===== config.mk =====
export PLATFORM = sky130hd
export DESIGN_NAME = timed_event_queue
export DESIGN_NICKNAME = d
export VERILOG_FILES = /design/src/sv/tevq_pkg.sv /design/src/sv/tevq_cell.sv /design/src/sv/timed_event_queue.sv
export SDC_FILE = /design/constraint.sdc
export NUM_CORES = 2
export LEC_CHECK = 0
export ABC_CLOCK_PERIOD_IN_PS = 9600
export BUFFER_PORTS_ARGS = -buffer_cell sky130_fd_sc_hd__buf_2
export CORE_MARGIN = 2
export CORE_UTILIZATION = 28
export CTS_BUF_LIST = sky130_fd_sc_hd__clkbuf_8 sky130_fd_sc_hd__clkbuf_16
export DETAILED_ROUTE_END_ITERATION = 6
export GPL_TIMING_DRIVEN = 0
export PLACE_DENSITY = 0.44
export SYNTH_ARGS = -nofsm -noshare
export SYNTH_HDL_FRONTEND = slang
export SYNTH_HIERARCHICAL = 1
export SYNTH_SLANG_ARGS = --single-unit
export TNS_END_PERCENT = 5

===== constraint.sdc =====
create_clock -name clk -period 9.6 [get_ports clk]
set_input_delay 0.48 -clock clk [delete_from_list [all_inputs] [get_ports clk]]
set_output_delay 0.48 -clock clk [all_outputs]
set_load 0.01 [all_outputs]

===== src/sv/tevq_pkg.sv =====
// Shared constants, codes and types for the timed event queue.
`timescale 1ns / 1ps
package tevq_pkg;

    localparam int QUEUE_DEPTH = 16;
    localparam int IDX_W = $clog2(QUEUE_DEPTH);
    localparam int CNT_W = $clog2(QUEUE_DEPTH + 1);
    localparam int TIME_W = 32;
    localparam int ID_W = 16;

    localparam logic [2:0] CMD_ADD = 3'd0;
    localparam logic [2:0] CMD_ADD_FUTURE = 3'd1;
    localparam logic [2:0] CMD_REMOVE_AT = 3'd2;
    localparam logic [2:0] CMD_ADVANCE = 3'd3;
    localparam logic [2:0] CMD_DUMP_ALL = 3'd4;
    localparam logic [2:0] CMD_DUMP_AT = 3'd5;

    localparam logic [1:0] KIND_FIRED = 2'd0;
    localparam logic [1:0] KIND_DUMPED = 2'd1;
    localparam logic [1:0] KIND_END = 2'd2;

    localparam logic [1:0] STATUS_OK = 2'd0;
    localparam logic [1:0] STATUS_FULL = 2'd1;
    localparam logic [1:0] STATUS_PAST = 2'd2;

    typedef enum logic [1:0] {
        CELL_HOLD,
        CELL_INSERT,
        CELL_SHIFT
    } cell_op_t;

    typedef struct packed {
        cell_op_t           op;
        logic               wr_tail;
        logic [IDX_W-1:0]   tail_idx;
        logic [CNT_W-1:0]   occ;
        logic [TIME_W-1:0]  new_time;
        logic [ID_W-1:0]    new_id;
    } cell_ctrl_t;

endpackage


===== src/sv/tevq_cell.sv =====
// One slot of the sorted event chain: holds a time and id, trades with its neighbors.
`timescale 1ns / 1ps
module tevq_cell (
    input  logic                          clk,
    input  logic [tevq_pkg::IDX_W-1:0]    idx,
    input  tevq_pkg::cell_ctrl_t          ctrl,
    input  logic [tevq_pkg::TIME_W-1:0]   left_time,
    input  logic [tevq_pkg::ID_W-1:0]     left_id,
    input  logic                          left_gt,
    input  logic [tevq_pkg::TIME_W-1:0]   right_time,
    input  logic [tevq_pkg::ID_W-1:0]     right_id,
    input  logic [tevq_pkg::TIME_W-1:0]   head_time,
    input  logic [tevq_pkg::ID_W-1:0]     head_id,
    output logic [tevq_pkg::TIME_W-1:0]   slot_time,
    output logic [tevq_pkg::ID_W-1:0]     slot_id,
    output logic                          gt
);
    import tevq_pkg::*;

    logic [TIME_W-1:0] time_reg;
    logic [TIME_W-1:0] time_next;
    logic [ID_W-1:0]   id_reg;
    logic [ID_W-1:0]   id_next;
    logic              used;
    logic              at_end;
    logic              is_tail;

    assign used    = CNT_W'(idx) < ctrl.occ;
    assign at_end  = CNT_W'(idx) == ctrl.occ;
    assign gt      = used && (time_reg > ctrl.new_time);
    assign is_tail = ctrl.wr_tail && (idx == ctrl.tail_idx);

    always_comb
    begin
        time_next = time_reg;
        id_next   = id_reg;
        case (ctrl.op)
            CELL_INSERT:
            begin
                // entries later than the new one move right by one
                if (gt || at_end)
                begin
                    time_next = left_gt ? left_time : ctrl.new_time;
                    id_next   = left_gt ? left_id : ctrl.new_id;
                end
            end
            CELL_SHIFT:
            begin
                time_next = is_tail ? head_time : right_time;
                id_next   = is_tail ? head_id : right_id;
            end
            default:
            begin
                time_next = time_reg;
                id_next   = id_reg;
            end
        endcase
    end

    always_ff @(posedge clk)
    begin
        time_reg <= time_next;
        id_reg   <= id_next;
    end

    assign slot_time = time_reg;
    assign slot_id   = id_reg;

endmodule


===== src/sv/timed_event_queue.sv =====
// Timed event queue top level: command sequencer over a chain of sorted event cells.
`timescale 1ns / 1ps
// Usage:
//   A command word is taken on a rising edge with start high and busy low.
//   Results come out at most one per cycle on kind/out_time/out_id/status/last,
//   each marked by valid for exactly one cycle; the receiver cannot stall.
//   Every command ends with one end result (kind end, last high).
// Command flow:
//   add, add_future and unknown commands: end result the cycle after the
//   accept, busy stays low, so one such command can be taken every cycle.
//   advance: the current time is updated at the accept, then each due head event
//   is fired in turn, then the end result follows; busy high meanwhile.
//   remove_at, dump_all, dump_at: the chain is rotated once through all
//   occupied cells, one cell per cycle, then the end result follows.
//   Fired and scanned events follow the one-slot-per-cycle walk of the cell chain.
// Reset:
//   rst_n clears the occupancy, the current time and the sequencer; the queue
//   is empty afterwards and no result is pending.
module timed_event_queue (
    input  logic                          clk,
    input  logic                          rst_n,
    input  logic                          start,
    output logic                          busy,
    input  logic [2:0]                    command,
    input  logic [tevq_pkg::TIME_W-1:0]   event_time,
    input  logic [tevq_pkg::ID_W-1:0]     event_id,
    input  logic [tevq_pkg::TIME_W-1:0]   time_value,
    output logic                          valid,
    output logic [1:0]                    kind,
    output logic [tevq_pkg::TIME_W-1:0]   out_time,
    output logic [tevq_pkg::ID_W-1:0]     out_id,
    output logic [1:0]                    status,
    output logic                          last
);
    import tevq_pkg::*;

    typedef enum logic [1:0] {
        ST_IDLE,
        ST_ADV,
        ST_SCAN
    } state_t;

    state_t             state_reg, state_next;
    logic [CNT_W-1:0]   occ_reg, occ_next;
    logic [CNT_W-1:0]   cnt_reg, cnt_next;
    logic [TIME_W-1:0]  cur_reg, cur_next;
    logic [TIME_W-1:0]  match_reg, match_next;
    logic [2:0]         cmd_reg, cmd_next;
    logic               valid_reg, valid_next;
    logic [1:0]         kind_reg, kind_next;
    logic [TIME_W-1:0]  out_time_reg, out_time_next;
    logic [ID_W-1:0]    out_id_reg, out_id_next;
    logic [1:0]         status_reg, status_next;
    logic               last_reg, last_next;

    cell_ctrl_t         ctrl;
    logic [TIME_W-1:0]  cell_time [QUEUE_DEPTH];
    logic [ID_W-1:0]    cell_id [QUEUE_DEPTH];
    logic               cell_gt [QUEUE_DEPTH];
    logic               full;
    logic               hit;

    assign full = occ_reg == CNT_W'(QUEUE_DEPTH);
    assign hit  = cell_time[0] == match_reg;

    genvar gi;
    generate
        for (gi = 0; gi < QUEUE_DEPTH; gi++)
        begin : g_cell
            logic [TIME_W-1:0] l_time, r_time;
            logic [ID_W-1:0]   l_id, r_id;
            logic              l_gt;
            if (gi == 0)
            begin : g_first
                assign l_time = '0;
                assign l_id   = '0;
                assign l_gt   = 1'b0;
            end
            else
            begin : g_inner_l
                assign l_time = cell_time[gi-1];
                assign l_id   = cell_id[gi-1];
                assign l_gt   = cell_gt[gi-1];
            end
            if (gi == QUEUE_DEPTH - 1)
            begin : g_last
                assign r_time = cell_time[gi];
                assign r_id   = cell_id[gi];
            end
            else
            begin : g_inner_r
                assign r_time = cell_time[gi+1];
                assign r_id   = cell_id[gi+1];
            end
            tevq_cell u_cell (
                .clk        (clk),
                .idx        (IDX_W'(gi)),
                .ctrl       (ctrl),
                .left_time  (l_time),
                .left_id    (l_id),
                .left_gt    (l_gt),
                .right_time (r_time),
                .right_id   (r_id),
                .head_time  (cell_time[0]),
                .head_id    (cell_id[0]),
                .slot_time  (cell_time[gi]),
                .slot_id    (cell_id[gi]),
                .gt         (cell_gt[gi])
            );
        end
    endgenerate

    always_comb
    begin
        state_next    = state_reg;
        occ_next      = occ_reg;
        cnt_next      = cnt_reg;
        cur_next      = cur_reg;
        match_next    = match_reg;
        cmd_next      = cmd_reg;
        valid_next    = 1'b0;
        kind_next     = KIND_END;
        out_time_next = '0;
        out_id_next   = '0;
        status_next   = STATUS_OK;
        last_next     = 1'b0;
        ctrl.op       = CELL_HOLD;
        ctrl.wr_tail  = 1'b0;
        ctrl.tail_idx = IDX_W'(occ_reg - CNT_W'(1));
        ctrl.occ      = occ_reg;
        ctrl.new_time = event_time;
        ctrl.new_id   = event_id;

        case (state_reg)
            ST_IDLE:
            begin
                if (start)
                begin
                    case (command)
                        CMD_ADD, CMD_ADD_FUTURE:
                        begin
                            valid_next = 1'b1;
                            last_next  = 1'b1;
                            if (command == CMD_ADD_FUTURE && event_time <= cur_reg)
                                status_next = STATUS_PAST;
                            else if (full)
                                status_next = STATUS_FULL;
                            else
                            begin
                                ctrl.op  = CELL_INSERT;
                                occ_next = occ_reg + CNT_W'(1);
                            end
                        end
                        CMD_ADVANCE:
                        begin
                            cur_next   = cur_reg + time_value;
                            state_next = ST_ADV;
                        end
                        CMD_REMOVE_AT, CMD_DUMP_ALL, CMD_DUMP_AT:
                        begin
                            cmd_next   = command;
                            match_next = time_value;
                            cnt_next   = occ_reg;
                            state_next = ST_SCAN;
                        end
                        default:
                        begin
                            valid_next = 1'b1;
                            last_next  = 1'b1;
                        end
                    endcase
                end
            end
            ST_ADV:
            begin
                if (occ_reg != '0 && cell_time[0] <= cur_reg)
                begin
                    valid_next    = 1'b1;
                    kind_next     = KIND_FIRED;
                    out_time_next = cell_time[0];
                    out_id_next   = cell_id[0];
                    ctrl.op       = CELL_SHIFT;
                    occ_next      = occ_reg - CNT_W'(1);
                end
                else
                begin
                    valid_next = 1'b1;
                    last_next  = 1'b1;
                    state_next = ST_IDLE;
                end
            end
            ST_SCAN:
            begin
                if (cnt_reg == '0)
                begin
                    valid_next = 1'b1;
                    last_next  = 1'b1;
                    state_next = ST_IDLE;
                end
                else
                begin
                    // head leaves the chain; kept words go back in at the tail
                    cnt_next = cnt_reg - CNT_W'(1);
                    ctrl.op  = CELL_SHIFT;
                    if (cmd_reg == CMD_REMOVE_AT && hit)
                        occ_next = occ_reg - CNT_W'(1);
                    else
                        ctrl.wr_tail = 1'b1;
                    if (cmd_reg == CMD_DUMP_ALL || (cmd_reg == CMD_DUMP_AT && hit))
                    begin
                        valid_next    = 1'b1;
                        kind_next     = KIND_DUMPED;
                        out_time_next = cell_time[0];
                        out_id_next   = cell_id[0];
                    end
                end
            end
            default:
            begin
                state_next = ST_IDLE;
            end
        endcase
    end

    always_ff @(posedge clk or negedge rst_n)
    begin
        if (!rst_n)
        begin
            state_reg    <= ST_IDLE;
            occ_reg      <= '0;
            cnt_reg      <= '0;
            cur_reg      <= '0;
            match_reg    <= '0;
            cmd_reg      <= CMD_ADD;
            valid_reg    <= 1'b0;
            kind_reg     <= KIND_END;
            out_time_reg <= '0;
            out_id_reg   <= '0;
            status_reg   <= STATUS_OK;
            last_reg     <= 1'b0;
        end
        else
        begin
            state_reg    <= state_next;
            occ_reg      <= occ_next;
            cnt_reg      <= cnt_next;
            cur_reg      <= cur_next;
            match_reg    <= match_next;
            cmd_reg      <= cmd_next;
            valid_reg    <= valid_next;
            kind_reg     <= kind_next;
            out_time_reg <= out_time_next;
            out_id_reg   <= out_id_next;
            status_reg   <= status_next;
            last_reg     <= last_next;
        end
    end

    assign busy     = state_reg != ST_IDLE;
    assign valid    = valid_reg;
    assign kind     = kind_reg;
    assign out_time = out_time_reg;
    assign out_id   = out_id_reg;
    assign status   = status_reg;
    assign last     = last_reg;

    a_occ_bound: assert property (@(posedge clk) disable iff (!rst_n)
        occ_reg <= CNT_W'(QUEUE_DEPTH))
        else $error("occupancy above queue depth");

    a_fired_due: assert property (@(posedge clk) disable iff (!rst_n)
        valid_reg && kind_reg == KIND_FIRED |-> out_time_reg <= cur_reg)
        else $error("fired event not yet due");

    a_last_end: assert property (@(posedge clk) disable iff (!rst_n)
        valid_reg && last_reg |-> kind_reg == KIND_END)
        else $error("last word is not an end word");

    a_insert_end: assert property (@(posedge clk) disable iff (!rst_n)
        start && !busy && (command == CMD_ADD || command == CMD_ADD_FUTURE)
        |=> valid_reg && last_reg && !busy)
        else $error("insert did not end in one cycle");

    a_fire_pops: assert property (@(posedge clk) disable iff (!rst_n)
        valid_reg && kind_reg == KIND_FIRED |-> occ_reg == $past(occ_reg) - CNT_W'(1))
        else $error("fired word without pop");

endmodule


# == After elaboration in Yosys (flattened, before gate mapping) ==
# Cells that the tools add are included.
# totals
register_bits,901
in_bits,86
output_inout_bits,55
# op_classes
n_addsub,4
order_cmp,34
n_eq_ne,73
muxes,177
reduce_logical,87
# op_table
operator,count
$mux W32,50
$pmux W32 S2,17
$mux W16,50
$pmux W16 S2,17
$gt A32 B32 Y1,16
$le A32 B32 Y1,2
$mux W5,10
$eq A4 B5 Y1 const A,8
$lt A4 B5 Y1 const A,8
$ne A2 B1 Y1 const B,19
$logic_and A1 B1 Y1,36
$add A32 B32 Y32,1
$eq A32 B32 Y1,1
$eq A4 B4 Y1 const A,8
$reduce_and A2 Y1,14
$mux W2,11
$eq A3 B5 Y1 const A,4
$lt A3 B5 Y1 const A,4
$ne A2 B2 Y1 const B,9
$logic_or A1 B1 Y1,17
$eq A3 B4 Y1 const A,4
$pmux W5 S3,1
$mux W1,13
$eq A3 B3 Y1 const B,4
other kinds (32),51

# == Depth between registers and ports, before layout ==
# depth
word_depth,9
ltp_mapped,16
mapped_depth_nobuf,14

# == By module ==
# Netlist, hierarchy kept.
# modules_own_cells
mod,n_inst,cells_each,area_per_inst_um2,seq_area_each_um2
tevq_cell,16,439,3920.0,1441.4
timed_event_queue,1,932,8460.6,3329.4

# == Worst setup path before layout ==
# Ideal clock, no wire load.
# synth_path
path_kind,input port to flip-flop
from,input port event_time[29] (netlist bit)
to,"register g_cell[0].u_cell.id_reg[0], enable pin"
arrival_time_ns,7.428
t_required_ns,9.068
setup_slack_ns,1.640
cell_stages,10
n_path_buf,0
path_cell_list,ha_1 nand4_1 nor4_1 a21oi_1 o211ai_1 a31o_2 a2111oi_4 nor4_1 nand2b_1 a221oi_1
# synth_lines
item,line_no,rtl
start: declaration,timed_event_queue.sv:25,"input logic [tevq_pkg::TIME_W-1:0] event_time,"
end signal: assignment,tevq_cell.sv:63,id_reg <= id_next;
end: declaration,tevq_cell.sv:22,logic [ID_W-1:0] id_reg;

==> metrics.md <==
| Metric | Value |
|---|---|
| Outcome | finished, final reports clean |
| Total of max-cap violations | 0 |
| DR vias/cell | 5.14 |
| WL/cell | 24.8 um |
| HP Class | input pin to flop |
| Global-route wire length before repair | 430 mm |
| Worst reg2reg setup slack | 2890 ps |
| Inst Count DP | 11800 |
| Required @ worst endpoint | 10090 ps |
| # H-tree levels | 3 |
| Pwr/cell area | 330 nW/um^2 |
| Total CTS buffers | 119 |
| Largest net degree at the start of global routing | 69 |
| RSZ-0062 raised after global routing | no |
| Endpoint class of the critical path | flop |
| Hold Crit Depth | 3 |
| Most common cell after layout, fill and taps aside | nand2_1 |
| CTS max path bufs | 3 |
| Boundary Pins | 141 |
| F_max | 0.149 GHz |
| Worst rel slew slack | 1.59% |
| Crit Path Max Fanout | 18 |
| Post-Syn Area | 71200 sq um |
| FP Rows | 185 |
| Fin crit period | 6710 ps |
| # nets final | 9315 |
| Final clock skew | 45.8 ps |
| Detail Placement HPWL | 241 mm |
| Clock tree root driver cell | clkbuf_16 |
| Crit path DAT | 7190 ps |
| Warnings from Yosys | 6 |
| Tcrit/Tclk final | 69.9% |
| GRT Overall Usage | 22.5% |
| Number of global-route vias before repair | 62100 |
| Final Hold Fails | 0 |
| Area delta synth->final | 17.6% |
| Starting Density | 28.1% |
| Setup CP Type | flop to flop |
| Total Wirelength | 299 mm |
| Worst-skew pair later-pin latency | 800 ps |
| Syn avg cell area | 8.95 sq um |
| Clock sinks | 901 |
| Share of cells above drive strength 1 | 9.43% |
| 1st-iter DRT viols | 5101 |
| Non-filler cells, final | 12000 |
| Max reg flops | 512 |
| IO Port Bufs | 140 |
| Core area | 253000 sq um |
| Chip width | 508 um |
| Setup TNS | 0 ps |
| Die area | 258000 sq um |
| Final setup fails | 0 |
| Routability cong. | 0.899 |
| Worst Tran Pin Value | 1480 ps |
| Max Slew Vio Count | 0 |
| Final ANT Viol Nets | 0 |
| Commonest non-fill, non-tap cells in the layout | 1567 x nand2_1, 1090 x o21ai_0, 770 x mux2i_1 |
| Max VDD drop | 0.174 mV |
| Worst-path clk slew | 60 ps |
| Reg2reg path depth | 16 |
| Initial antenna violation count | 29 |
| Drt pass-1 iters | 6 |
| Setup repair bufs after CTS | 0 |
| Cells after Synth | 7953 |
| Via count | 61800 |
| Startpoint type of the worst setup path | flop |
| Min Hold Slack | 78.2 ps |
| DRC | 0 |
| Grt ovf | 0 |
| CTS tree | built |
| Die Y-Extent | 508 um |
| Pleak | 40.1 nW |
-- where the power goes --
| group | internal (W) | switching, W | leakage, nW |
|---|---|---|---|
| logic | 0.00529 | 0.00936 | 29.4 |
| registers | 0.00685 | 0.00173 | 8.75 |
| clock network | 0.00251 | 0.00193 | 2.00 |
| total | 0.0146 | 0.0130 | 40.1 |
-- metrics by stage --
step                setup slack [ps]  cell area [sq um]  total power (W)  utilization [%]
global route                    2770              83700           0.0296             33.0
global placement               -8420              76800           0.0221             30.3
floorplan                       1640              71900           0.0168                -
detailed placement              2640              79500           0.0231             31.4
finish                          2890              83700           0.0277             33.0
CTS                             2880              83600           0.0276             33.0
-- critical path, cell delays in order, from the launching register on --
cell,delay (ps)
dfrtp_2,460
buf_12,210
inv_1,960
ha_1,460
nor3b_1,460
and2_1,260
nor4_2,60
buf_4,200
buf_4,200
buf_4,180
buf_4,180
nand2b_1,150
clkbuf_1,440
clkbuf_1,620
a221oi_4,1050
buf_16,240
buf_16,170
-- repair_timing --
item / CTS / global route
endpoints found under the setup margin: 0 / 0
hold buffers: 34 / 0
resized for setup: 0 / 0
endpoints found under the hold margin: 98 / 0
-- cell type report --
class	instances	area (sq um)
multi-input cells	6114	41200
fillers	26500	170000
flip-flops and latches	901	26400
clock inverters	89	566
diodes	22	55.1
well taps	3366	4210
repair buffers	284	3430
inverters	683	2560
plain buffers	446	2090
clock buffers	132	3240
-- worst paths after layout --
kind                                                 from                                     to
worst max register to register     occ_reg[0]$_DFFE_PN0P_  g_cell[0].u_cell/slot_id[9]$_DFFE_PP_
min in group asynchronous                           rst_n              match_reg[10]$_DFFE_PN0P_
worst min-delay path                           command[0]                 cmd_reg[0]$_DFFE_PN0P_
max in group asynchronous                           rst_n                    out_id[9]$_DFF_PN0_
worst max-delay path               occ_reg[0]$_DFFE_PN0P_  g_cell[0].u_cell/slot_id[9]$_DFFE_PP_
worst min register to register  match_reg[24]$_DFFE_PN0P_              match_reg[24]$_DFFE_PN0P_
-- metal layers --
metal  vias to the layer above  share of wire (%)  routed length, um  GRT usage [%]
li1                      29500                  -                  -              -
met1                     30000                 46             136000           30.6
met2                      1846                 45             135000           36.2
met3                       443                5.0              14900           2.37
met4                         0                4.3              12700           9.14
met5                         -                  0                  0              0
(Power assumes the default switching activity.)
